$ cat src/strip_cluster_centroid_macros.svh
// ----------------------------------------------------------------------------
// strip_cluster_centroid assertion macros
// Immediate-consequence and next-cycle implication checks.
// ----------------------------------------------------------------------------
`ifndef STRIP_CLUSTER_CENTROID_MACROS_SVH
`define STRIP_CLUSTER_CENTROID_MACROS_SVH

// same-cycle implication
`define SCC_ASSERT_IMP(lbl, clk, rst, ante, cons, msg) \
   lbl: assert property (@(posedge clk) disable iff (rst) (ante) |-> (cons)) \
      else $error(msg);

// next-cycle implication
`define SCC_ASSERT_NXT(lbl, clk, rst, ante, cons, msg) \
   lbl: assert property (@(posedge clk) disable iff (rst) (ante) |=> (cons)) \
      else $error(msg);

`endif

$ cat src/scc_pkg.sv
// ----------------------------------------------------------------------------
// scc_pkg
// Field widths, status codes and shared types of the strip cluster centroid.
// ----------------------------------------------------------------------------
`default_nettype none

package scc_pkg;

   localparam int STRIP_ADC_W   = 10;
   localparam int FIRST_STRIP_W = 10;
   localparam int CENTROID_W    = 19;
   localparam int STATUS_W      = 2;

   localparam logic [STATUS_W-1:0] STATUS_OK   = 2'd0;
   localparam logic [STATUS_W-1:0] STATUS_ZERO = 2'd1;
   localparam logic [STATUS_W-1:0] STATUS_LONG = 2'd2;

   typedef struct packed {
      logic full;
      logic empty;
   } scc_q_status_type;

endpackage

`default_nettype wire

$ cat src/scc_if.sv
// ----------------------------------------------------------------------------
// scc_if
// Valid/ready channels for strip requests and centroid responses.
// ----------------------------------------------------------------------------
`default_nettype none

interface scc_req_if import scc_pkg::*; ();
   logic                     valid;
   logic                     ready;
   logic [STRIP_ADC_W-1:0]   strip_adc;
   logic [FIRST_STRIP_W-1:0] first_strip;
   logic                     last;

   modport source (output valid, strip_adc, first_strip, last, input ready);
   modport sink   (input valid, strip_adc, first_strip, last, output ready);
endinterface

interface scc_rsp_if import scc_pkg::*; ();
   logic                  valid;
   logic                  ready;
   logic [CENTROID_W-1:0] centroid;
   logic [STATUS_W-1:0]   status;

   modport source (output valid, centroid, status, input ready);
   modport sink   (input valid, centroid, status, output ready);
endinterface

`default_nettype wire

$ cat src/scc_front.sv
// ----------------------------------------------------------------------------
// scc_front
// Accepts one strip per cycle while the job queue has room, keeps the charge
// and weighted sums and hands a finished cluster to it on the last strip.
// ----------------------------------------------------------------------------
`default_nettype none

module scc_front import scc_pkg::*; #(
   parameter int MAX_WIDTH = 16,
   parameter int ADC_BITS  = 10,
   parameter int IDX_W     = 10,
   parameter int OFF_W     = 5,
   parameter int WSUM_W    = 17,
   parameter int CSUM_W    = 14
) (
   input  wire logic             clock,
   input  wire logic             reset,
   scc_req_if.sink               req,
   input  wire scc_q_status_type q_stat,
   output logic                  job_push,
   output logic [WSUM_W-1:0]     job_wsum,
   output logic [CSUM_W-1:0]     job_csum,
   output logic [IDX_W-1:0]      job_base,
   output logic                  job_long
);

   localparam int ADC_USE = (ADC_BITS < STRIP_ADC_W) ? ADC_BITS : STRIP_ADC_W;

   logic [OFF_W-1:0]  offset_ff, offset_in;
   logic [WSUM_W-1:0] wsum_ff, wsum_in;
   logic [CSUM_W-1:0] csum_ff, csum_in;
   logic [IDX_W-1:0]  base_ff, base_in;
   logic              long_ff, long_in;

   logic                      accept;
   logic                      start;
   logic                      in_range;
   logic [ADC_BITS-1:0]       adc;
   logic [ADC_BITS+OFF_W-1:0] prod;
   logic [WSUM_W-1:0]         w_base;
   logic [CSUM_W-1:0]         c_base;
   logic                      l_base;

   assign req.ready = !q_stat.full;
   assign accept    = req.valid && req.ready;

   always_comb begin
      adc      = ADC_BITS'(req.strip_adc[ADC_USE-1:0]);
      start    = (offset_ff == '0);
      in_range = (offset_ff < OFF_W'(MAX_WIDTH));
      w_base   = start ? '0 : wsum_ff;
      c_base   = start ? '0 : csum_ff;
      l_base   = start ? 1'b0 : long_ff;
      base_in  = start ? req.first_strip[IDX_W-1:0] : base_ff;
      prod     = (ADC_BITS+OFF_W)'(adc) * (ADC_BITS+OFF_W)'(offset_ff);
      if (in_range) begin
         wsum_in   = w_base + WSUM_W'(prod);
         csum_in   = c_base + CSUM_W'(adc);
         offset_in = offset_ff + OFF_W'(1);
         long_in   = l_base;
      end else begin
         wsum_in   = w_base;
         csum_in   = c_base;
         offset_in = offset_ff;
         long_in   = 1'b1;
      end
   end

   assign job_push = accept && req.last;
   assign job_wsum = wsum_in;
   assign job_csum = csum_in;
   assign job_base = base_in;
   assign job_long = long_in;

   always_ff @(posedge clock) begin
      if (reset) begin
         offset_ff <= '0;
      end else if (accept) begin
         offset_ff <= req.last ? '0 : offset_in;
      end
   end

   always_ff @(posedge clock) begin
      if (accept) begin
         wsum_ff <= wsum_in;
         csum_ff <= csum_in;
         base_ff <= base_in;
         long_ff <= long_in;
      end
   end

endmodule

`default_nettype wire

$ cat src/scc_queue.sv
// ----------------------------------------------------------------------------
// scc_queue
// Two-entry job queue between the accumulating front and the divider.
// ----------------------------------------------------------------------------
`default_nettype none

module scc_queue import scc_pkg::*; #(
   parameter int DATA_W = 42
) (
   input  wire logic              clock,
   input  wire logic              reset,
   input  wire logic              push,
   input  wire logic [DATA_W-1:0] push_data,
   input  wire logic              pop,
   output logic [DATA_W-1:0]      pop_data,
   output scc_q_status_type       stat
);

   localparam int DEPTH = 2;

   logic [DATA_W-1:0] entry_ff [DEPTH];
   logic              wr_ff, wr_in;
   logic              rd_ff, rd_in;
   logic [1:0]        cnt_ff, cnt_in;

   always_comb begin
      wr_in  = push ? !wr_ff : wr_ff;
      rd_in  = pop  ? !rd_ff : rd_ff;
      cnt_in = cnt_ff + 2'(push) - 2'(pop);
   end

   assign stat.full  = (cnt_ff == 2'(DEPTH));
   assign stat.empty = (cnt_ff == 2'd0);
   assign pop_data   = entry_ff[rd_ff];

   always_ff @(posedge clock) begin
      if (reset) begin
         wr_ff  <= 1'b0;
         rd_ff  <= 1'b0;
         cnt_ff <= 2'd0;
      end else begin
         wr_ff  <= wr_in;
         rd_ff  <= rd_in;
         cnt_ff <= cnt_in;
      end
   end

   always_ff @(posedge clock) begin
      if (push) begin
         entry_ff[wr_ff] <= push_data;
      end
   end

endmodule

`default_nettype wire

$ cat src/scc_div.sv
// ----------------------------------------------------------------------------
// scc_div
// Back end: restoring divider, one quotient bit per cycle, then the base
// strip offset and status, held in the response register.
// ----------------------------------------------------------------------------
`default_nettype none

module scc_div import scc_pkg::*; #(
   parameter int WSUM_W    = 17,
   parameter int CSUM_W    = 14,
   parameter int IDX_W     = 10,
   parameter int FRAC_BITS = 8
) (
   input  wire logic             clock,
   input  wire logic             reset,
   input  wire scc_q_status_type q_stat,
   input  wire logic [WSUM_W-1:0] job_wsum,
   input  wire logic [CSUM_W-1:0] job_csum,
   input  wire logic [IDX_W-1:0]  job_base,
   input  wire logic              job_long,
   output logic                  q_pop,
   scc_rsp_if.source             rsp
);

   localparam int N      = WSUM_W + FRAC_BITS;
   localparam int CNT_W  = $clog2(N + 1);
   localparam int IDXF_W = IDX_W + FRAC_BITS;
   localparam int SUM_W  = ((IDXF_W > N) ? IDXF_W : N) + 1;

   localparam logic [1:0] ST_IDLE = 2'd0;
   localparam logic [1:0] ST_RUN  = 2'd1;
   localparam logic [1:0] ST_DONE = 2'd2;

   logic [1:0]            state_ff, state_in;
   logic [CNT_W-1:0]      cnt_ff, cnt_in;
   logic                  valid_ff, valid_in;
   logic [N-1:0]          dvd_ff, dvd_in;
   logic [CSUM_W-1:0]     rem_ff, rem_in;
   logic [CSUM_W-1:0]     csum_ff;
   logic [IDX_W-1:0]      base_ff;
   logic                  long_ff;
   logic [CENTROID_W-1:0] centroid_ff, centroid_in;
   logic [STATUS_W-1:0]   status_ff, status_in;

   logic              out_free;
   logic              load_out;
   logic [CSUM_W:0]   trial;
   logic              ge;
   logic [CSUM_W:0]   diff;
   logic [SUM_W-1:0]  pos;

   assign out_free = !valid_ff || rsp.ready;
   assign q_pop    = (state_ff == ST_IDLE) && !q_stat.empty;
   assign load_out = (state_ff == ST_DONE) && out_free;

   always_comb begin
      trial  = {rem_ff, dvd_ff[N-1]};
      ge     = (trial >= {1'b0, csum_ff});
      diff   = trial - {1'b0, csum_ff};
      rem_in = ge ? diff[CSUM_W-1:0] : trial[CSUM_W-1:0];
      dvd_in = {dvd_ff[N-2:0], ge};
   end

   always_comb begin
      state_in = state_ff;
      cnt_in   = cnt_ff;
      unique case (state_ff)
         ST_IDLE: begin
            if (q_pop) begin
               state_in = ST_RUN;
               cnt_in   = CNT_W'(N);
            end
         end
         ST_RUN: begin
            cnt_in = cnt_ff - CNT_W'(1);
            if (cnt_ff == CNT_W'(1)) begin
               state_in = ST_DONE;
            end
         end
         ST_DONE: begin
            if (out_free) begin
               state_in = ST_IDLE;
            end
         end
         default: begin
            state_in = ST_IDLE;
         end
      endcase
   end

   always_comb begin
      pos = (SUM_W'(base_ff) << FRAC_BITS) + SUM_W'(dvd_ff);
      centroid_in = (csum_ff == '0) ? '0 : CENTROID_W'(pos);
      priority if (long_ff) begin
         status_in = STATUS_LONG;
      end else if (csum_ff == '0) begin
         status_in = STATUS_ZERO;
      end else begin
         status_in = STATUS_OK;
      end
   end

   always_comb begin
      valid_in = valid_ff;
      if (load_out) begin
         valid_in = 1'b1;
      end else if (rsp.ready) begin
         valid_in = 1'b0;
      end
   end

   always_ff @(posedge clock) begin
      if (reset) begin
         state_ff <= ST_IDLE;
         cnt_ff   <= '0;
         valid_ff <= 1'b0;
      end else begin
         state_ff <= state_in;
         cnt_ff   <= cnt_in;
         valid_ff <= valid_in;
      end
   end

   always_ff @(posedge clock) begin
      if (q_pop) begin
         dvd_ff  <= N'(job_wsum) << FRAC_BITS;
         rem_ff  <= '0;
         csum_ff <= job_csum;
         base_ff <= job_base;
         long_ff <= job_long;
      end else if (state_ff == ST_RUN) begin
         dvd_ff <= dvd_in;
         rem_ff <= rem_in;
      end
      if (load_out) begin
         centroid_ff <= centroid_in;
         status_ff   <= status_in;
      end
   end

   assign rsp.valid    = valid_ff;
   assign rsp.centroid = centroid_ff;
   assign rsp.status   = status_ff;

endmodule

`default_nettype wire

$ cat src/strip_cluster_centroid.sv
// ----------------------------------------------------------------------------
// strip_cluster_centroid
// Charge-weighted centroid of a strip cluster, fixed point, truncated.
//
//   channel    dir  handshake              carries
//   req_chan   in   valid/ready            strip_adc, first_strip, last
//   rsp_chan   out  valid/ready            centroid, status (one per cluster)
//
// The front takes one strip per cycle while the job queue has room.
// The divider takes one cluster at a time, one quotient bit per cycle;
// the two-entry queue buffers finished clusters.
// The response register holds a result until taken; the divider waits on it.
// Synchronous reset clears the strip count, queue pointers and handshakes.
// ----------------------------------------------------------------------------
`default_nettype none

module strip_cluster_centroid import scc_pkg::*; #(
   parameter int MAX_WIDTH        = 16,
   parameter int ADC_BITS         = 10,
   parameter int FRAC_BITS        = 8,
   parameter int STRIP_INDEX_BITS = 10
) (
   input wire logic clock,
   input wire logic reset,
   scc_req_if.sink   req_chan,
   scc_rsp_if.source rsp_chan
);

`include "strip_cluster_centroid_macros.svh"

   localparam int IDX_W  = (STRIP_INDEX_BITS < FIRST_STRIP_W) ?
                           STRIP_INDEX_BITS : FIRST_STRIP_W;
   localparam int OFF_W  = $clog2(MAX_WIDTH + 1);
   localparam int CSUM_W = ADC_BITS + $clog2(MAX_WIDTH + 1);
   localparam int WSUM_W = ADC_BITS + $clog2((MAX_WIDTH * (MAX_WIDTH - 1)) / 2 + 1);
   localparam int JOB_W  = WSUM_W + CSUM_W + IDX_W + 1;

   scc_q_status_type  q_stat;
   logic              job_push;
   logic [WSUM_W-1:0] push_wsum, pop_wsum;
   logic [CSUM_W-1:0] push_csum, pop_csum;
   logic [IDX_W-1:0]  push_base, pop_base;
   logic              push_long, pop_long;
   logic [JOB_W-1:0]  push_data, pop_data;
   logic              q_pop;

   scc_front #(
      .MAX_WIDTH (MAX_WIDTH),
      .ADC_BITS  (ADC_BITS),
      .IDX_W     (IDX_W),
      .OFF_W     (OFF_W),
      .WSUM_W    (WSUM_W),
      .CSUM_W    (CSUM_W)
   ) u_front (
      .clock    (clock),
      .reset    (reset),
      .req      (req_chan),
      .q_stat   (q_stat),
      .job_push (job_push),
      .job_wsum (push_wsum),
      .job_csum (push_csum),
      .job_base (push_base),
      .job_long (push_long)
   );

   assign push_data = {push_wsum, push_csum, push_base, push_long};

   scc_queue #(
      .DATA_W (JOB_W)
   ) u_queue (
      .clock     (clock),
      .reset     (reset),
      .push      (job_push),
      .push_data (push_data),
      .pop       (q_pop),
      .pop_data  (pop_data),
      .stat      (q_stat)
   );

   assign {pop_wsum, pop_csum, pop_base, pop_long} = pop_data;

   scc_div #(
      .WSUM_W    (WSUM_W),
      .CSUM_W    (CSUM_W),
      .IDX_W     (IDX_W),
      .FRAC_BITS (FRAC_BITS)
   ) u_div (
      .clock    (clock),
      .reset    (reset),
      .q_stat   (q_stat),
      .job_wsum (pop_wsum),
      .job_csum (pop_csum),
      .job_base (pop_base),
      .job_long (pop_long),
      .q_pop    (q_pop),
      .rsp      (rsp_chan)
   );

   `SCC_ASSERT_IMP(a_no_overflow, clock, reset, job_push, !q_stat.full, "push into full queue")
   `SCC_ASSERT_IMP(a_no_underflow, clock, reset, q_pop, !q_stat.empty, "pop from empty queue")
   `SCC_ASSERT_NXT(a_div_busy, clock, reset, q_pop, !q_pop, "divider popped twice in a row")
   `SCC_ASSERT_IMP(a_zero_charge, clock, reset,
      rsp_chan.valid && rsp_chan.status == STATUS_ZERO, rsp_chan.centroid == '0,
      "nonzero centroid on zero charge")

endmodule

`default_nettype wire

$ cat src/flat_wrapper.sv
// flat-port wrapper written by rule: the top's interface ports become plain ports
module strip_cluster_centroid_flat import scc_pkg::*;
#(
   parameter int MAX_WIDTH        = 16,
   parameter int ADC_BITS         = 10,
   parameter int FRAC_BITS        = 8,
   parameter int STRIP_INDEX_BITS = 10
)
  (clock, reset, req_chan_valid, req_chan_strip_adc, req_chan_first_strip, req_chan_last, req_chan_ready, rsp_chan_valid, rsp_chan_centroid, rsp_chan_status, rsp_chan_ready);
  scc_req_if req_chan_i ();
  scc_rsp_if rsp_chan_i ();
  input wire logic clock;
  input wire logic reset;
  input wire logic [$bits(req_chan_i.valid)-1:0] req_chan_valid;
  input wire logic [$bits(req_chan_i.strip_adc)-1:0] req_chan_strip_adc;
  input wire logic [$bits(req_chan_i.first_strip)-1:0] req_chan_first_strip;
  input wire logic [$bits(req_chan_i.last)-1:0] req_chan_last;
  output wire logic [$bits(req_chan_i.ready)-1:0] req_chan_ready;
  output wire logic [$bits(rsp_chan_i.valid)-1:0] rsp_chan_valid;
  output wire logic [$bits(rsp_chan_i.centroid)-1:0] rsp_chan_centroid;
  output wire logic [$bits(rsp_chan_i.status)-1:0] rsp_chan_status;
  input wire logic [$bits(rsp_chan_i.ready)-1:0] rsp_chan_ready;
  assign req_chan_i.valid = req_chan_valid;
  assign req_chan_i.strip_adc = req_chan_strip_adc;
  assign req_chan_i.first_strip = req_chan_first_strip;
  assign req_chan_i.last = req_chan_last;
  assign req_chan_ready = req_chan_i.ready;
  assign rsp_chan_valid = rsp_chan_i.valid;
  assign rsp_chan_centroid = rsp_chan_i.centroid;
  assign rsp_chan_status = rsp_chan_i.status;
  assign rsp_chan_i.ready = rsp_chan_ready;
  strip_cluster_centroid #(.MAX_WIDTH(MAX_WIDTH), .ADC_BITS(ADC_BITS), .FRAC_BITS(FRAC_BITS), .STRIP_INDEX_BITS(STRIP_INDEX_BITS)) u_core (.clock(clock), .reset(reset), .req_chan(req_chan_i), .rsp_chan(rsp_chan_i));
endmodule
$ cat config.mk
export PLATFORM = sky130hd
export DESIGN_NAME = strip_cluster_centroid_flat
export DESIGN_NICKNAME = d
export VERILOG_FILES = /design/src/scc_pkg.sv /design/src/scc_if.sv /design/src/scc_front.sv /design/src/scc_queue.sv /design/src/scc_div.sv /design/src/strip_cluster_centroid.sv /design/src/flat_wrapper.sv
export VERILOG_INCLUDE_DIRS = /design/src /design/src/src
export SDC_FILE = /design/constraint.sdc
export NUM_CORES = 1
export LEC_CHECK = 0
export ABC_AREA = 1
export BUFFER_PORTS_ARGS = -buffer_cell sky130_fd_sc_hd__buf_2
export CAP_MARGIN = 25
export CORE_ASPECT_RATIO = 1.4
export CORE_MARGIN = 2
export CORE_UTILIZATION = 30
export CTS_CLUSTER_SIZE = 16
export DETAILED_ROUTE_END_ITERATION = 10
export SLEW_MARGIN = 20
export SYNTH_ARGS = -nofsm -noshare
export SYNTH_HDL_FRONTEND = slang
export SYNTH_HIERARCHICAL = 1
export SYNTH_SLANG_ARGS = --single-unit
$ cat constraint.sdc
create_clock -name clock -period 4.6 [get_ports clock]
set_clock_uncertainty 0.15 [all_clocks]
set_input_delay 0 -clock clock [delete_from_list [all_inputs] [get_ports clock]]
set_output_delay 0 -clock clock [all_outputs]
set_load 0.01 [all_outputs]
* After elaboration in Yosys (flattened, before gate mapping)
Memory sizes are Yosys's and may differ from the RTL's. A register that Yosys moved wholly into a read port is not among the register bits.
Index checks and enable logic that the tools add are counted.
** Word-level totals
- Register bits after elaboration :: 147
- RAM bits :: 86
- Input bits :: 25
- Output and inout bits :: 23
- Word-level logic and storage cells :: 84
- Memories kept :: 1
** Memories
- u_core.u_queue.entry_ff :: depth 2, width 43, read ports 1, clocked after memory_dff 1, write ports 1, line scc_queue.sv:21 : logic [DATA_W-1:0] entry_ff [DEPTH];
** Operators by class
- Add/subtract/negate cells :: 8
- Multiply operators :: 1
- Magnitude comparators :: 2
- Eq/ne operators :: 7
- Mux-type cells :: 25
- Reduce and logical (&&, ||, !) cells :: 21
** Operators by type and width (number)
- two-way mux 25 bit :: 2
- two-way mux 15 bit :: 3
- two-way mux 17 bit :: 2
- adder 18 x 19 -> 19 bit :: 1
- adder 17 x 15 -> 17 bit :: 1
- >= comparator 16 x 15 -> 1 bit :: 1
- adder 15 x 10 -> 15 bit :: 1
- zero test 15 bit :: 1
- multiplier 10 x 5 -> 15 bit :: 1
- two-way mux 5 bit :: 3
- subtractor 15 bit :: 1
- two-way mux 10 bit :: 1
- case mux 5 bit (2 select lines) :: 1
- two-way mux 1 bit :: 9
- nonzero test 2 bit :: 4
- two-way mux 2 bit :: 3
- case mux 2 bit (3 select lines) :: 1
- adder 5 x 1 -> 5 bit (second input constant) :: 1
- equality test 5 x 1 -> 1 bit (second input constant) :: 1
- zero test 1 bit :: 5
- zero test 5 bit :: 1
- < comparator 5 bit (second input constant) :: 1
- subtractor 5 x 1 -> 5 bit (second input constant) :: 1
- equality test 2 bit (second input constant) :: 2
- other kinds (10) :: 16

* Depth between registers and ports, before layout
- Depth in word-level cells :: 6
- Mapped depth :: 26
- Mapped depth without buffers :: 24

* Hierarchy
The synthesis kept the hierarchy.
** Modules (own cells, without submodules)
- scc_front :: times used 1, cells each 722, area an instance 5137.4 µm², sequential area each 1391.3 µm²
- scc_div :: times used 1, cells each 539, area an instance 4942.2 µm², sequential area each 2542.4 µm²
- scc_queue :: times used 1, cells each 165, area an instance 3532.1 µm², sequential area each 2682.6 µm²

* Least setup slack after synthesis
No wires, ideal clock.
- Path type :: register -> register
- From :: reg u_core.u_front.offset_ff[1]
- To :: reg u_core.u_front.wsum_ff[8] (data pin)
- Setup time :: 262 ps
- Arrival time :: 3987 ps
- Data required time :: 4188 ps
- Path slack :: 202 ps
- Cell stages (with the launch flop) :: 23
- Path buffers :: 2
- Period minus slack after synthesis :: 4398 ps
- Cells stage by stage :: dfxtp_1 -> clkbuf_1 -> inv_1 -> ha_1 -> inv_1 -> nor2_4 -> nand2_4 -> inv_2 -> buf_2 -> nor2_1 -> fa_1 -> fa_1 -> inv_1 -> fa_1 -> inv_1 -> ha_1 -> nand2_1 -> inv_1 -> a21oi_1 -> nand2_1 -> or2_2 -> nand3_1 -> nand2_1
** Between the ends
- Longest elaborated chain between the ends :: 4
- Elaborated cells on any way between the ends :: 6
- Those cells by class :: 1 x add/sub; 1 x mul; 1 x order compare; 2 x mux; 1 x reduce/logical
** Ends and longest elaborated chain
- start: declaration :: line scc_front.sv:29 : logic [OFF_W-1:0] offset_ff, offset_in;
- start signal: assignment :: line scc_front.sv:79 : offset_ff <= req.last ? '0 : offset_in;
- branches (longest 3 deep; another with adder 17 x 15 -> 17 bit)
- two-way mux 17 bit * :: line scc_front.sv:56 : if (in_range) begin
- named net u_core.push_wsum[8] :: line strip_cluster_centroid.sv:40 : logic [WSUM_W-1:0] push_wsum, pop_wsum;
- end signal: assignment :: line scc_front.sv:85 : wsum_ff <= wsum_in;
- end: declaration :: line scc_front.sv:30 : logic [WSUM_W-1:0] wsum_ff, wsum_in;
Mark *: on every way through the listed nets, which the timed path passes.
A chain may end at the register's enable or synchronous reset.

* Final worst setup path
- From :: reg u_core.u_front.offset_ff[0]
- To :: mem u_core/u_queue/entry_ff[0][33] (netlist bit) (data pin)
** Between the ends
- Longest elaborated chain between the ends :: 4
- Elaborated cells on any way between the ends :: 6
- Those cells by class :: 1 x add/sub; 1 x mul; 1 x order compare; 2 x mux; 1 x reduce/logical
** Ends and longest elaborated chain (line)
- branches (longest 3 deep; another with adder 17 x 15 -> 17 bit)
- two-way mux 17 bit * :: scc_front.sv:56
- named net u_core.push_wsum[7] :: strip_cluster_centroid.sv:40
- end: declaration :: scc_queue.sv:21
Marked as above.

==> impl_metrics.json <==
{
  "status": "completed",
  "gr-usage-all-layers_pct": 12.3,
  "drc_errors": 0,
  "fin_nets": 1630,
  "synth_top_area_cell": "edfxtp_1",
  "portBuffers": 47,
  "worst_pin_slew_ns": 0.930,
  "fin_crit_sh_pct": 90.4,
  "required_ns": 4.71,
  "dpl.hpwl_mm": 21.1,
  "cts_buffer_depth": 3,
  "grt-ovfl-total": 0,
  "first_global_vias": 9659,
  "netlist.area_leader.share_pct": 42.6,
  "p_leak_nw": 7.21,
  "drive_gt1_share_pct": 13.4,
  "synth.net_count": 1557,
  "crit_type": "reg2reg",
  "fin_crit_ns": 4.16,
  "initial_core_util_pct": 30.3,
  "crit_path_start": "u_core/u_front/offset_ff[0]$_SDFFE_PP0P_",
  "ant_nets": 0,
  "yosysWarnings": 6,
  "grt_setup_unrepaired": "no",
  "async_flop_share_pct": 0,
  "wl_per_cell_um": 13.6,
  "grt_antenna_before_repair": 2,
  "instances_no_fill": 2081,
  "worstReg2RegEnd": "u_core/u_queue/entry_ff[0][33]$_DFFE_PP_",
  "maxSlewViolCount": 0,
  "whs_ns": 0.0431,
  "start_kind": "register",
  "synth_edf_count": 193,
  "endpoint": "u_core/u_queue/entry_ff[0][33]$_DFFE_PP_",
  "core_um2": 44900,
  "clk-insertion-delay-late_ns": 0.52,
  "yosysMostFrequentCell": "nand2_1",
  "grt_max_degree": 48,
  "vdd_ir_drop_max_mv": 0.186,
  "critPathCaptureType": "register",
  "worstReg2RegStart": "u_core/u_front/offset_ff[0]$_SDFFE_PP0P_",
  "n_antenna_cell": 0,
  "synth_commonest_cells": "nand2_1, inv_1, edfxtp_1, nor2_1, ha_1",
  "syn_area_um2": 13600,
  "netlist-cell-type-count": 46,
  "ys_ff_latch": 234,
  "clk_transition_reported_paths_ns": 0.06,
  "drtIter0Drc": 486,
  "grt_pass1_wl_mm": 47.2,
  "tns_ns": 0,
  "rr_worst_depth": 20,
  "seq_area_frac_synth_pct": 48.6,
  "gp_congestion": 0.869,
  "rows": 92,
  "area_delta_synth_final_pct": 13.4,
  "yosys-top-cells-area": "edfxtp_1, nand2_1, inv_1",
  "die_w_um": 184,
  "root_buffer": "clkbuf_16",
  "via_count": 9542,
  "cts_setup_buffers": 0,
  "path_max_fanout": 13,
  "syn_inst": 1426,
  "numCtsBuffers": 24,
  "max-slew-margin-rel_pct": 38.0,
  "min_path_type": "in2reg",
  "maxCapViolCount": 0,
  "finalSetupViolations": 0,
  "fmax_ghz": 0.241,
  "tritoncts": "yes",
  "dp_cells": 2021,
  "wirelength_mm": 28.3,
  "critPathArrivalTime_ns": 4.26,
  "final_hold_viol_count": 0,
  "drtPass1Iterations": 5,
  "clock_sinks": 234,
  "h-tree-depth": 1,
  "routed_via_density": 4.59,
  "avgSynthCellArea_um2": 9.55,
  "ys.flop_type": "edfxtp_1",
  "power_density_nw_per_um2": 487,
  "dieArea_um2": 47100,
  "ios": 48,
  "regToRegSetupSlack_ns": 0.44,
  "hold_depth": 4,
  "die_height_um": 256
}
critical path, cell delays in order (launching register included):
cell and delay [ns]:
dfxtp_1 0.31, inv_1 0.07, ha_1 0.14, inv_1 0.06
nor2_4 0.10, nand2_4 0.06, inv_4 0.15, nor2_1 0.08
fa_1 0.48, inv_1 0.05, fa_1 0.46, fa_1 0.54
inv_1 0.04, ha_1 0.35, a21oi_1 0.15, nand2_1 0.14
nand2_1 0.09, nand2_1 0.10, or2_1 0.22, nand3_1 0.06
nand2_1 0.09
cell type report:
cell class | count | area, um2
Fill cell | 4538 | 29500
Multi-Input combinational cell | 896 | 5790
Tap cell | 564 | 706
Sequential cell | 234 | 6620
Inverter | 263 | 992
Timing Repair Buffer | 80 | 524
Clock inverter | 15 | 150
Clock buffer | 29 | 662
metal layers:
metal / share of wire, % / track usage [%] / up-vias
met2: 50 / 22.1 / 217
met1: 43 / 14.6 / 4496
li1: - / - / 4774
met3: 4.4 / 1.74 / 51
met5: 0.078 / 0 / -
met4: 3.0 / 4.91 / 4
where the power goes:
group          switching (mW)  internal, mW  total (mW)
combinational            1.49         0.879        2.37
sequential              0.237          2.92        3.16
clock                   0.832          1.16        1.99
stage by stage:
step	total power, mW	util, %	area, um2	setup slack [ns]
2_1_floorplan	4.97	-	13600	0.202
4_1_cts	7.59	34.4	15400	0.248
3_3_place_gp	5.51	32.2	14500	0.385
3_5_place_dp	5.56	32.2	14500	0.275
6_report	7.52	34.4	15400	0.442
5_1_grt	8.02	34.4	15400	0.0723
repair_timing:
action	in CTS	in global routing
setup endpoints to repair	0	12
gates resized for setup	0	3
endpoints found under the hold margin	51	0
hold buffers	15	0
how the worst min path moves through the flow:
| stage | from | slack (ns) | end |
|---|---|---|---|
| CTS | req_chan_valid | 0.02 | u_core/u_queue/wr_ff$_SDFFE_PP0P_ |
| finish | req_chan_strip_adc[1] | 0.04 | u_core/u_front/csum_ff[1]$_DFFE_PP_ |
| global route | req_chan_strip_adc[1] | 0.07 | u_core/u_front/csum_ff[1]$_DFFE_PP_ |
| global placement | rsp_chan_ready | 0.15 | u_core/u_div/rsp.valid$_SDFFE_PP0P_ |
| floorplan | reset | -0.08 | u_core/u_front/offset_ff[0]$_SDFFE_PP0P_ |
| detailed placement | rsp_chan_ready | 0.16 | u_core/u_div/rsp.valid$_SDFFE_PP0P_ |
logic make-up (layout without fill, tap and decap cells):
group                    count (synthesis)  after routing  synth area share [%]
AND/OR/NAND/NOR                        610            610                  19.4
buffers and inverters                  296            387                  9.00
flip-flops                             234            234                  48.6
AO/OA/AOI/OAI                          124            124                  5.51
adder cells (fa/ha/maj)                106            106                  11.9
multiplexers                            43             43                  4.66
XOR/XNOR                                13             13                 0.836
registers in the layout, summed over array words and instances, names as in the netlist, 2 cells and up, named ones only:
register,cells
u_core/u_div/base_ff,10
u_core/u_div/cnt_ff,5
u_core/u_div/csum_ff,15
u_core/u_div/dvd_ff,25
u_core/u_div/rem_ff,15
u_core/u_div/rsp.centroid,19
u_core/u_div/rsp.status,2
u_core/u_div/state_ff,2
u_core/u_front/base_ff,10
u_core/u_front/csum_ff,15
u_core/u_front/offset_ff,5
u_core/u_front/wsum_ff,17
u_core/u_queue/cnt_ff,2
u_core/u_queue/entry_ff,86
cells in the final DEF, fill, tap and decap left out, types with 8 or more instances in the layout:
cell	n
nand3_1	64
buf_4	17
nand2_2	9
nand2_1	364
a21oi_1	46
inv_1	250
mux2_4	40
nor2_1	105
edfxtp_1	193
dlygate4sd3_1	15
a22o_1	16
dfxtp_1	40
o21ai_0	29
inv_2	8
nand3b_1	8
buf_2	47
clkbuf_16	26
nand4_1	17
ha_1	66
fa_1	40
(Power assumes the default switching activity.)
